==> config.mk <==
export PLATFORM = sky130hd
export DESIGN_NAME = row_line_segment_detector_flat
export DESIGN_NICKNAME = d
export VERILOG_FILES = /design/src/rtl/core/rsd_pkg.sv /design/src/rtl/core/rsd_if.sv /design/src/rtl/core/rsd_cfg_regs.sv /design/src/rtl/core/rsd_input_stage.sv /design/src/rtl/core/rsd_run_tracker.sv /design/src/rtl/core/row_line_segment_detector.sv /design/src/flat_wrapper.sv
export SDC_FILE = /design/constraint.sdc
export NUM_CORES = 1
export LEC_CHECK = 0
export ABC_AREA = 1
export BUFFER_PORTS_ARGS = -buffer_cell sky130_fd_sc_hd__buf_2
export CORE_ASPECT_RATIO = 0.5
export CORE_MARGIN = 8
export CORE_UTILIZATION = 60
export CTS_CLUSTER_DIAMETER = 200
export DETAILED_ROUTE_END_ITERATION = 10
export PLACE_DENSITY = 0.91
export SYNTH_ARGS = -nofsm -noshare
export SYNTH_HDL_FRONTEND = slang
export SYNTH_SLANG_ARGS = --single-unit
==> constraint.sdc <==
create_clock -name clk -period 5.72 [get_ports clk]
set_clock_uncertainty 0.2 [all_clocks]
set_input_delay 1.144 -clock clk [delete_from_list [all_inputs] [get_ports clk]]
set_output_delay 1.144 -clock clk [all_outputs]
set_load 0.03 [all_outputs]
==> src/rtl/core/rsd_pkg.sv <==
// ----------------------------------------------------------------------------
// Row segment detector package
// Shared constants and types of the row line-segment detector.
// ----------------------------------------------------------------------------
package rsd_pkg;

    localparam int MAX_ROW_WIDTH = 1024;
    localparam int MAX_WINDOW    = 31;

    localparam int PIXEL_W  = 8;
    localparam int WSIZE_W  = 5;
    localparam int COL_W    = 10;
    localparam int WIDTH_W  = 11;
    localparam int SEGNUM_W = 9;
    localparam int HALF_W   = WSIZE_W - 1;
    localparam int CFG_IDX_W = 2;
    localparam int CFG_DATA_W = 11;

    localparam logic [COL_W-1:0] LAST_COL = COL_W'(MAX_ROW_WIDTH - 1);

    typedef enum logic [CFG_IDX_W-1:0] {
        REG_THRESH_LEVEL = 2'd0,
        REG_WINDOW_SIZE  = 2'd1,
        REG_WIDTH_LO     = 2'd2,
        REG_WIDTH_HI     = 2'd3
    } cfg_index_t;

    typedef struct packed {
        logic [PIXEL_W-1:0] thresh_level;
        logic [WSIZE_W-1:0] window_size;
        logic [WIDTH_W-1:0] width_lo;
        logic [WIDTH_W-1:0] width_hi;
    } cfg_t;

    typedef struct packed {
        logic [PIXEL_W-1:0] pixel;
        logic               row_end;
    } pix_item_t;

    typedef struct packed {
        logic      valid;
        pix_item_t item;
    } pix_stage_t;

endpackage

==> src/rtl/core/rsd_if.sv <==
// ----------------------------------------------------------------------------
// Row segment detector channels
// Valid/ready channels for pixel items and segment result items.
// ----------------------------------------------------------------------------
interface rsd_pix_if;
    import rsd_pkg::*;

    logic               valid;
    logic               ready;
    logic [PIXEL_W-1:0] pixel;
    logic               row_end;

    modport source (output valid, output pixel, output row_end, input ready);
    modport sink (input valid, input pixel, input row_end, output ready);
endinterface

interface rsd_seg_if;
    import rsd_pkg::*;

    logic                valid;
    logic                ready;
    logic [COL_W-1:0]    segment_start;
    logic [WIDTH_W-1:0]  segment_width;
    logic [COL_W-1:0]    segment_mid;
    logic                width_ok;
    logic [SEGNUM_W-1:0] segment_number;

    modport source (output valid, output segment_start, output segment_width,
                    output segment_mid, output width_ok, output segment_number,
                    input ready);
    modport sink (input valid, input segment_start, input segment_width,
                  input segment_mid, input width_ok, input segment_number,
                  output ready);
endinterface

==> src/rtl/core/rsd_cfg_regs.sv <==
// ----------------------------------------------------------------------------
// Row segment detector configuration registers
// Holds the threshold, window size and line width limits.
// ----------------------------------------------------------------------------
module rsd_cfg_regs
    import rsd_pkg::*;
(
    input  logic                  clk,
    input  logic                  rst_n,
    input  logic                  cfg_write,
    input  logic [CFG_IDX_W-1:0]  cfg_index,
    input  logic [CFG_DATA_W-1:0] cfg_data,
    output cfg_t                  cfg
);

    cfg_t cfg_reg;
    cfg_t cfg_next;

    always_comb
    begin
        cfg_next = cfg_reg;
        if (cfg_write)
        begin
            case (cfg_index_t'(cfg_index))
                REG_THRESH_LEVEL: cfg_next.thresh_level = cfg_data[PIXEL_W-1:0];
                REG_WINDOW_SIZE:  cfg_next.window_size  = cfg_data[WSIZE_W-1:0];
                REG_WIDTH_LO:     cfg_next.width_lo     = cfg_data[WIDTH_W-1:0];
                REG_WIDTH_HI:     cfg_next.width_hi     = cfg_data[WIDTH_W-1:0];
                default:          cfg_next = cfg_reg;
            endcase
        end
    end

    always_ff @(posedge clk or negedge rst_n)
    begin
        if (!rst_n)
        begin
            cfg_reg.thresh_level <= PIXEL_W'(128);
            cfg_reg.window_size  <= WSIZE_W'(5);
            cfg_reg.width_lo     <= WIDTH_W'(3);
            cfg_reg.width_hi     <= WIDTH_W'(30);
        end
        else
        begin
            cfg_reg <= cfg_next;
        end
    end

    assign cfg = cfg_reg;

endmodule

==> src/rtl/core/rsd_input_stage.sv <==
// ----------------------------------------------------------------------------
// Row segment detector input stage
// Registers one pixel item and hands it on when the tracker can take it.
// ----------------------------------------------------------------------------
module rsd_input_stage
    import rsd_pkg::*;
(
    input  logic       clk,
    input  logic       rst_n,
    rsd_pix_if.sink    pixels,
    input  logic       take,
    output pix_stage_t stage
);

    logic      valid_reg;
    logic      valid_next;
    pix_item_t item_reg;
    logic      accept;

    // The held item leaves in the same cycle a new one can come in.
    assign pixels.ready = !valid_reg || take;
    assign accept       = pixels.valid && pixels.ready;

    always_comb
    begin
        valid_next = valid_reg;
        if (accept)
        begin
            valid_next = 1'b1;
        end
        else if (take)
        begin
            valid_next = 1'b0;
        end
    end

    always_ff @(posedge clk or negedge rst_n)
    begin
        if (!rst_n)
        begin
            valid_reg <= 1'b0;
        end
        else
        begin
            valid_reg <= valid_next;
        end
    end

    always_ff @(posedge clk)
    begin
        if (accept)
        begin
            item_reg.pixel   <= pixels.pixel;
            item_reg.row_end <= pixels.row_end;
        end
    end

    assign stage.valid = valid_reg;
    assign stage.item  = item_reg;

endmodule

==> src/rtl/core/rsd_run_tracker.sv <==
// ----------------------------------------------------------------------------
// Row segment detector run tracker
// Sliding threshold window, run measurement and the result register.
// ----------------------------------------------------------------------------
module rsd_run_tracker
    import rsd_pkg::*;
(
    input  logic       clk,
    input  logic       rst_n,
    input  cfg_t       cfg,
    input  pix_stage_t stage,
    output logic       take,
    rsd_seg_if.source  segments
);

    logic [MAX_WINDOW-1:0] win_reg, win_next;
    logic [COL_W-1:0]      col_reg, col_next;
    logic                  run_active_reg, run_active_next;
    logic [COL_W-1:0]      run_start_reg, run_start_next;
    logic [WIDTH_W-1:0]    run_width_reg, run_width_next;
    logic [SEGNUM_W-1:0]   segs_reg, segs_next;

    logic                  out_valid_reg, out_valid_next;
    logic [COL_W-1:0]      out_start_reg;
    logic [WIDTH_W-1:0]    out_width_reg;
    logic [COL_W-1:0]      out_mid_reg;
    logic                  out_ok_reg;
    logic [SEGNUM_W-1:0]   out_num_reg;

    logic                  proc;
    logic                  last;
    logic                  white;
    logic [HALF_W-1:0]     half;
    logic [WSIZE_W-1:0]    span;
    logic [MAX_WINDOW-1:0] shifted;
    logic [MAX_WINDOW-1:0] mask;
    logic                  active;
    logic                  open_run;
    logic [COL_W-1:0]      cur_start;
    logic [WIDTH_W-1:0]    cur_width;
    logic                  emit;

    assign take = !out_valid_reg || segments.ready;
    assign proc = stage.valid && take;

    always_comb
    begin
        last  = stage.item.row_end || (col_reg == LAST_COL);
        white = stage.item.pixel >= cfg.thresh_level;
        if (cfg.window_size == '0)
        begin
            half = '0;
        end
        else
        begin
            half = HALF_W'((cfg.window_size - WSIZE_W'(1)) >> 1);
        end
        span    = {half, 1'b0};
        shifted = {win_reg[MAX_WINDOW-2:0], white};
        for (int i = 0; i < MAX_WINDOW; i++)
        begin
            mask[i] = (WSIZE_W'(i) <= span);
        end
        // Column c-h is decided now; it needs h columns of margin on the left.
        active   = (col_reg >= COL_W'(span)) && ((shifted & mask) != '0);
        open_run = run_active_reg || active;
        if (run_active_reg)
        begin
            cur_start = run_start_reg;
            cur_width = run_width_reg + WIDTH_W'(active);
        end
        else
        begin
            cur_start = col_reg - COL_W'(half);
            cur_width = WIDTH_W'(active);
        end
        emit = open_run && (!active || last);
    end

    always_comb
    begin
        win_next        = win_reg;
        col_next        = col_reg;
        run_active_next = run_active_reg;
        run_start_next  = run_start_reg;
        run_width_next  = run_width_reg;
        segs_next       = segs_reg;
        if (proc)
        begin
            if (last)
            begin
                win_next        = '0;
                col_next        = '0;
                run_active_next = 1'b0;
                run_start_next  = '0;
                run_width_next  = '0;
                segs_next       = '0;
            end
            else
            begin
                win_next        = shifted;
                col_next        = col_reg + COL_W'(1);
                run_active_next = active;
                run_start_next  = cur_start;
                run_width_next  = cur_width;
                segs_next       = segs_reg + SEGNUM_W'(emit);
            end
        end
    end

    always_comb
    begin
        out_valid_next = out_valid_reg;
        if (take)
        begin
            out_valid_next = proc && emit;
        end
    end

    always_ff @(posedge clk or negedge rst_n)
    begin
        if (!rst_n)
        begin
            win_reg        <= '0;
            col_reg        <= '0;
            run_active_reg <= 1'b0;
            run_start_reg  <= '0;
            run_width_reg  <= '0;
            segs_reg       <= '0;
            out_valid_reg  <= 1'b0;
        end
        else
        begin
            win_reg        <= win_next;
            col_reg        <= col_next;
            run_active_reg <= run_active_next;
            run_start_reg  <= run_start_next;
            run_width_reg  <= run_width_next;
            segs_reg       <= segs_next;
            out_valid_reg  <= out_valid_next;
        end
    end

    always_ff @(posedge clk)
    begin
        if (proc && emit)
        begin
            out_start_reg <= cur_start;
            out_width_reg <= cur_width;
            out_mid_reg   <= cur_start + COL_W'(cur_width >> 1);
            out_ok_reg    <= (cur_width >= cfg.width_lo)
                             && (cur_width <= cfg.width_hi);
            out_num_reg   <= segs_reg;
        end
    end

    assign segments.valid          = out_valid_reg;
    assign segments.segment_start  = out_start_reg;
    assign segments.segment_width  = out_width_reg;
    assign segments.segment_mid    = out_mid_reg;
    assign segments.width_ok       = out_ok_reg;
    assign segments.segment_number = out_num_reg;

    // A row's last pixel always leaves the tracker at column zero with no open run.
    assert property (@(posedge clk) disable iff (!rst_n)
        (proc && last) |=> (col_reg == '0 && !run_active_reg))
        else $error("row end did not restart the row");

    // An open run always started at a column already passed.
    assert property (@(posedge clk) disable iff (!rst_n)
        run_active_reg |-> (col_reg > run_start_reg))
        else $error("open run starts beyond the current column");

    // A reported segment is never empty and its midpoint lies inside it.
    assert property (@(posedge clk) disable iff (!rst_n)
        out_valid_reg |-> (out_width_reg != '0 && out_mid_reg >= out_start_reg))
        else $error("malformed segment result");

    // Results are only produced from a processed pixel.
    assert property (@(posedge clk) disable iff (!rst_n)
        $rose(out_valid_reg) |-> $past(proc))
        else $error("result appeared without a pixel");

endmodule

==> src/rtl/core/row_line_segment_detector.sv <==
// ----------------------------------------------------------------------------
// Row line-segment detector
// Finds runs of columns near bright pixels in an image row and reports
// each run's start, width, midpoint, width check and index in the row.
// ----------------------------------------------------------------------------
//  Channel    Direction  Item
//  pixels     in         pixel (8 b), row_end (1 b)
//  segments   out        segment_start, segment_width, segment_mid,
//                        width_ok, segment_number
//  cfg_*      in         register writes, index 0..3
//
//  One pixel item is taken every cycle while no result is stalled; each
//  item passes the input register and then the run tracker, which
//  registers its result in the output register of the segments channel.
//  The per-pixel window and run update is a single short stage.
//  A stalled result holds the tracker and the input register; the input
//  still takes an item in the cycle the waiting result is taken.
//  Reset clears the window, column count, run state and the result valid.
// ----------------------------------------------------------------------------
module row_line_segment_detector
    import rsd_pkg::*;
(
    input  logic                  clk,
    input  logic                  rst_n,
    rsd_pix_if.sink               pixels,
    rsd_seg_if.source             segments,
    input  logic                  cfg_write,
    input  logic [CFG_IDX_W-1:0]  cfg_index,
    input  logic [CFG_DATA_W-1:0] cfg_data
);

    cfg_t       cfg;
    pix_stage_t stage;
    logic       take;

    rsd_cfg_regs u_cfg_regs (
        .clk       (clk),
        .rst_n     (rst_n),
        .cfg_write (cfg_write),
        .cfg_index (cfg_index),
        .cfg_data  (cfg_data),
        .cfg       (cfg)
    );

    rsd_input_stage u_input_stage (
        .clk    (clk),
        .rst_n  (rst_n),
        .pixels (pixels),
        .take   (take),
        .stage  (stage)
    );

    rsd_run_tracker u_run_tracker (
        .clk      (clk),
        .rst_n    (rst_n),
        .cfg      (cfg),
        .stage    (stage),
        .take     (take),
        .segments (segments)
    );

endmodule

==> src/flat_wrapper.sv <==
// flat-port wrapper written by rule: the top's interface ports become plain ports
module row_line_segment_detector_flat import rsd_pkg::*;
  (clk, rst_n, cfg_write, cfg_index, cfg_data, pixels_valid, pixels_pixel, pixels_row_end, pixels_ready, segments_valid, segments_segment_start, segments_segment_width, segments_segment_mid, segments_width_ok, segments_segment_number, segments_ready);
  rsd_pix_if pixels_i ();
  rsd_seg_if segments_i ();
  input  logic clk;
  input  logic rst_n;
  input  logic cfg_write;
  input  logic [CFG_IDX_W-1:0] cfg_index;
  input  logic [CFG_DATA_W-1:0] cfg_data;
  input wire logic [$bits(pixels_i.valid)-1:0] pixels_valid;
  input wire logic [$bits(pixels_i.pixel)-1:0] pixels_pixel;
  input wire logic [$bits(pixels_i.row_end)-1:0] pixels_row_end;
  output wire logic [$bits(pixels_i.ready)-1:0] pixels_ready;
  output wire logic [$bits(segments_i.valid)-1:0] segments_valid;
  output wire logic [$bits(segments_i.segment_start)-1:0] segments_segment_start;
  output wire logic [$bits(segments_i.segment_width)-1:0] segments_segment_width;
  output wire logic [$bits(segments_i.segment_mid)-1:0] segments_segment_mid;
  output wire logic [$bits(segments_i.width_ok)-1:0] segments_width_ok;
  output wire logic [$bits(segments_i.segment_number)-1:0] segments_segment_number;
  input wire logic [$bits(segments_i.ready)-1:0] segments_ready;
  assign pixels_i.valid = pixels_valid;
  assign pixels_i.pixel = pixels_pixel;
  assign pixels_i.row_end = pixels_row_end;
  assign pixels_ready = pixels_i.ready;
  assign segments_valid = segments_i.valid;
  assign segments_segment_start = segments_i.segment_start;
  assign segments_segment_width = segments_i.segment_width;
  assign segments_segment_mid = segments_i.segment_mid;
  assign segments_width_ok = segments_i.width_ok;
  assign segments_segment_number = segments_i.segment_number;
  assign segments_i.ready = segments_ready;
  row_line_segment_detector u_core (.clk(clk), .rst_n(rst_n), .pixels(pixels_i), .segments(segments_i), .cfg_write(cfg_write), .cfg_index(cfg_index), .cfg_data(cfg_data));
endmodule
Word-level counts from Yosys, hierarchy flattened
Index checks and enable logic that the tools add are counted.
Storage, ports and cells
  word-level logic and storage cells: 98
  register bits: 158
Cells by class
  multiplexer cells: 11
  reductions and logical operators: 22
  add/subtract/negate cells: 6
  $lt $le $gt $ge: 35
  eq/ne operators: 4
  bitwise logic cells: 1
Operators by type and width (count)
  $le 5x5->1 const A: 15
  $le 4x5->1 const A: 8
  $and 31x31->31: 1
  $reduce_bool 31->1: 1
  $mux 10: 3
  $mux 30: 1
  $mux 11: 2
  $le 3x5->1 const A: 4
  $add 11x1->11: 1
  $ge 11x11->1: 1
  $le 11x11->1: 1
  $add 10x1->10 const B: 1
  $add 10x10->10: 1
  $eq 10x10->1 const B: 1
  $ge 10x5->1: 1
  $le 1x5->1 const A: 2
  $le 2x5->1 const A: 2
  $sub 10x4->10: 1
  $add 9x1->9: 1
  $mux 9: 1
  $ge 8x8->1: 1
  $reduce_and 2->1: 4
  $logic_and 1x1->1: 6
  $logic_not 5->1: 1
  9 further kinds: 18

Logic depth before layout (Yosys ltp)
  depth after elaboration: 11
  depth in mapped cells: 34
  mapped depth without buffers: 34

Modules after synthesis
A second synthesis with hierarchy kept.
Second synthesis, totals
  cell total of the unflattened synthesis: 887
  area total of the unflattened synthesis: 8130.3 um^2
Modules (own cells, without submodules)
  rsd_run_tracker: area an instance 6322.3 um^2, seq. area each 3032.9 um^2, times used 1, cells each 712
  rsd_cfg_regs: area an instance 1485.2 um^2, seq. area each 887.1 um^2, times used 1, cells each 159
  rsd_input_stage: area an instance 322.8 um^2, seq. area each 295.3 um^2, times used 1, cells each 16

Worst setup path after synthesis
OpenSTA, ideal clock, no wires.
  path kind: reg-to-reg
  start: reg u_core.u_cfg_regs.cfg_reg (netlist bit u_core.u_cfg_regs.cfg[22])
  end: reg u_core.u_run_tracker.out_mid_reg[9] (netlist: u_core.u_run_tracker.segments.segment_mid[9]), data pin
  library setup time: 0.252 ns
  cell stages (with the launch flop): 31
  data arrival time: 4.162 ns
  period minus slack after synthesis: 4.614 ns
  path slack: 1.106 ns
  path buffers: 0
  path through: dfstp_2 > inv_1 > ha_1 > inv_1 > nand2_1 > nand2_4 > nand2_4 > ha_1 > a21boi_0 > o21a_1 > o21ai_0 > nand3_1 > nand2_2 > inv_1 > ha_1 > ha_1 > nand2_1 > inv_2 > nand2_1 > nor2_2 > nand3_1 > inv_1 > nor3_1 > ha_1 > nand2_1 > nor3_1 > nand2_1 > o311ai_0 > a31oi_1 > nand3b_1 > nand2_1
Between the ends
  word-level cells in the longest chain between the ends: 9
  elaborated cells between the ends (all ways): 43
  those cells by class: add/sub: 4; order compare: 32; mux: 3; bitwise: 1; reduce/logical: 3
RTL lines
  start, declared: line rsd_cfg_regs.sv:16  | cfg_t cfg_reg;
  start signal, assigned: line rsd_cfg_regs.sv:45  | cfg_reg <= cfg_next;
  $sub 5x1->5 or $logic_not 5->1 (tied branches): line rsd_run_tracker.sv:56, rsd_run_tracker.sv:50
  $mux 4 (*): line rsd_run_tracker.sv:50  | if (cfg.window_size == '0)
  $le 1x5->1 (tied with other cells): line rsd_run_tracker.sv:62  | mask[i] = (WSIZE_W'(i) <= span);
  $and 31x31->31: line rsd_run_tracker.sv:65  | active = (col_reg >= COL_W'(span)) && ((shifted & mask) != '0);
  $reduce_bool 31->1: line rsd_run_tracker.sv:65
  $logic_and 1x1->1 (*): line rsd_run_tracker.sv:65
  $add 11x1->11 (*): line rsd_run_tracker.sv:70  | cur_width = run_width_reg + WIDTH_W'(active);
  $mux 11 (*): line rsd_run_tracker.sv:67  | if (run_active_reg)
  named net u_core.u_run_tracker.cur_width[6]: line rsd_run_tracker.sv:40  | logic [WIDTH_W-1:0] cur_width;
  $add 10x10->10 (*): line rsd_run_tracker.sv:150  | out_mid_reg <= cur_start + COL_W'(cur_width >> 1);
  end signal, assigned: line rsd_run_tracker.sv:150
  end, declared: line rsd_run_tracker.sv:26  | logic [COL_W-1:0] out_mid_reg;
Mark *: on every way through the listed nets, which the timed path passes. The rest lies on a longest branch.
A chain may end at the register's enable or synchronous reset.

Worst setup path in the final report
Ends and elaborated chain as after synthesis.

==> flow_summary.json <==
{
  "netlist_area_um2": 7950,
  "yosys.area_share.xor_xnor": 0.00991,
  "holdWs_ns": 0.260,
  "multi_input_area_um2": 3100,
  "path_buf_inv": 6,
  "dieArea_um2": 17400,
  "peakVddDrop_mv": 0.282,
  "grt_pass1_wl_um": 30400,
  "synth-compound-area-share": 0.124,
  "synthTopCellsByArea": "dfrtp_1 31%, edfxtp_1 19%, ha_1 8.3%, nand2_1 7.7%, inv_1 6.7%",
  "slowest_delay_ns": 0.53,
  "utilization": 0.711,
  "die_w_um": 179,
  "synth_area_per_cell_um2": 9.32,
  "arrival_ns": 5.34,
  "synth_mux_area_frac": 0,
  "cts_root_buf": "clkbuf_16",
  "crit_required_ns": 5.71,
  "grt_start_max_net_pins": 67,
  "start_kind": "flop",
  "clkLatencyLatePin_ns": 0.42,
  "place_congestion": 0.891,
  "r2r-start": "u_core.u_cfg_regs.cfg[22]",
  "fin_tns_setup_ns": 0,
  "ctsResizeCount": 0,
  "drive_above_1_share": 0.157,
  "r2r_end": "u_core.u_run_tracker.segments.segment_mid[9]",
  "cts_setup_buffers": 0,
  "finalHoldViolCount": 0,
  "synth_edf_count": 50,
  "finalCritPeriodShare": 0.935,
  "grt_pass1_vias": 6224,
  "drt-total-wl_um": 18800,
  "cts_buffers": 17,
  "n_antenna_cell": 0,
  "fin_ws_ns": 0.370,
  "clk_pin_slew_worst_paths_ns": 0.07,
  "final.min_clock_period_ns": 5.35,
  "first_pass_iters": 6,
  "dr_total_vias": 6399,
  "cp_max_fo": 8,
  "cts_hold_buf": 0,
  "h-tree-depth": 4,
  "core_area_um2": 12800,
  "ios": 70,
  "synthFlopType": "dfrtp_1",
  "antenna_found_initial": 1,
  "fin_nets": 1011,
  "drt-wirelength-per-cell_um": 16.9,
  "clockBufferDepth": 2,
  "clock.fmax_mhz": 187,
  "r2r_slack_ns": 0.37,
  "overflow": 0,
  "drv_cap": 0,
  "port_buffers": 69,
  "drc": 0,
  "largest_reg_flops": 35,
  "initial_core_util": 0.621,
  "synth_top_area_cell": "dfrtp_1",
  "endpoint_kind": "flop",
  "status": "finished, final reports clean",
  "max_slew.worst_pin.slew_ns": 0.837,
  "dp_worst_setup_slack_ns": 0.433,
  "powerDensity_nw_per_um2": 459,
  "drv_slew": 0,
  "min-delay-path-class": "flop to flop",
  "synthAdderAreaFrac": 0.0884,
  "synth_cell_type_count": 44,
  "synthSimpleGateAreaFrac": 0.165,
  "endpoint": "u_core.u_run_tracker.segments.segment_mid[9]",
  "async_flop_share": 0.684,
  "drtIter0Drc": 570,
  "worstSetupStartpoint": "u_core.u_cfg_regs.cfg[22]",
  "ys_seq_area_frac": 0.530,
  "yosys_register_bits": 158,
  "grt.total_usage": 0.218,
  "synthesis.nets": 935,
  "ant_nets": 0,
  "cpLargestDelayFamily": "simple AND/OR/NAND/NOR gates",
  "cts_tree": "built",
  "regArea_um2": 4220,
  "setup_violations": 0,
  "relSlewSlack": 0.441,
  "dp_hpwl_um": 12700,
  "row_count": 29,
  "synth_top_family_by_area": "simple AND/OR/NAND/NOR gates",
  "syn2layout_area_growth_pct": 14.5,
  "viasPerCell": 5.75,
  "criticalPathCategory": "flop to flop",
  "dieHeight_um": 97.4,
  "synthCells": 853,
  "slowest_stage": "dfstp_2",
  "cts_num_sinks": 158,
  "synth_warnings": 0,
  "synth_top_area_share": 0.311,
  "power.leakage_nw": 4.39,
  "path_depth": 31,
  "fillerInstances": 879,
  "reg2regPathDepth": 31
}
-- per-layer routing --
metal | wire [um] | up-vias | track usage
li1 | - | 3001 | -
met1 | 8100 | 3000 | 0.291
met2 | 8490 | 330 | 0.333
met3 | 1680 | 66 | 0.0516
met4 | 569 | 2 | 0.0929
met5 | 8 | - | 0
-- where the power goes --
part	switching [W]	total, W	internal [W]
clock network	0.000482	0.00118	0.000697
logic	0.00103	0.00145	0.000424
registers	0.0000963	0.00155	0.00145
-- kinds of logic (layout without fill, tap and decap cells) --
kind of cell | count (synthesis) | count (layout)
adder cells (fa/ha/maj) | 55 | 55
buffers and inverters | 170 | 259
AND/OR/NAND/NOR | 287 | 287
XOR/XNOR | 9 | 9
flip-flops | 158 | 158
AO/OA/AOI/OAI | 174 | 174
-- cell type report --
cell class              instances  area share
inverters                     151      0.0623
clock inverters                14      0.0201
clock buffers                  18      0.0471
multi-input cells             525       0.340
repair buffers                 76      0.0440
flip-flops and latches        158       0.463
well taps                     170      0.0234
-- through the flow --
stage               area [um^2]  power (W)  cells
floorplan                  7950    0.00257    853
global placement           8480    0.00289   1080
detailed placement         8480    0.00297   1080
CTS                        9090    0.00417   1112
global route               9100    0.00441   1112
finish                     9100    0.00418   1112
-- cell usage after synthesis, drive strengths merged, types with 2 or more instances --
cell type / instances
nor4: 5
nand4: 7
o22ai: 36
o21a: 2
dfrtp: 99
nand2: 171
xor2: 8
a21o: 2
o211ai: 3
clkbuf: 13
buf: 6
a31oi: 4
nor3b: 2
inv: 150
o21ai: 76
a22o: 6
nor3: 20
dfstp: 9
fa: 2
nor2: 45
a21oi: 39
ha: 53
nand3: 36
o2111ai: 2
edfxtp: 50
-- how the worst min path moves through the flow --
| stage | startpoint | end | depth (start not counted) |
|---|---|---|---|
| final | u_core.u_run_tracker.segs_reg[5] | u_core.u_run_tracker.segments.segment_number[5] | 0 |
| after floorplan | u_core.u_run_tracker.segs_reg[5] | u_core.u_run_tracker.segments.segment_number[5] | 0 |
| after CTS | u_core.u_run_tracker.segs_reg[5] | u_core.u_run_tracker.segments.segment_number[5] | 0 |
| after detailed placement | u_core.u_run_tracker.segs_reg[5] | u_core.u_run_tracker.segments.segment_number[5] | 0 |
| after global placement | u_core.u_run_tracker.segs_reg[5] | u_core.u_run_tracker.segments.segment_number[5] | 0 |
| after global routing | u_core.u_run_tracker.segs_reg[5] | u_core.u_run_tracker.segments.segment_number[5] | 0 |
-- placed cells by master, fill, tap and decap left out, types with 3 or more instances in the layout --
cell        Yosys  layout
inv_1         143     143
a31oi_1         4       3
clkinvlp_4      0       3
clkbuf_16       0      17
edfxtp_1       50      50
buf_4           3       8
bufinv_16       0       3
xor2_1          8       8
a22o_1          6       6
inv_6           0       3
nor2_4          3       3
nand2_4         5       5
dfstp_2         9       9
nand4_1         7       7
nor3_2          3       4
dfrtp_1        99      99
buf_2           3      68
nand3_1        32      32
nor2_1         37      37
a21oi_1        38      38
ha_1           53      53
o211ai_1        3       3
nor4_1          5       5
o21ai_0        73      73
nand2_1       164     164
o22ai_1        36      36
inv_2           7       7
nor2_2          5       5
nor3_1         17      16
(Power assumes the default switching activity.)
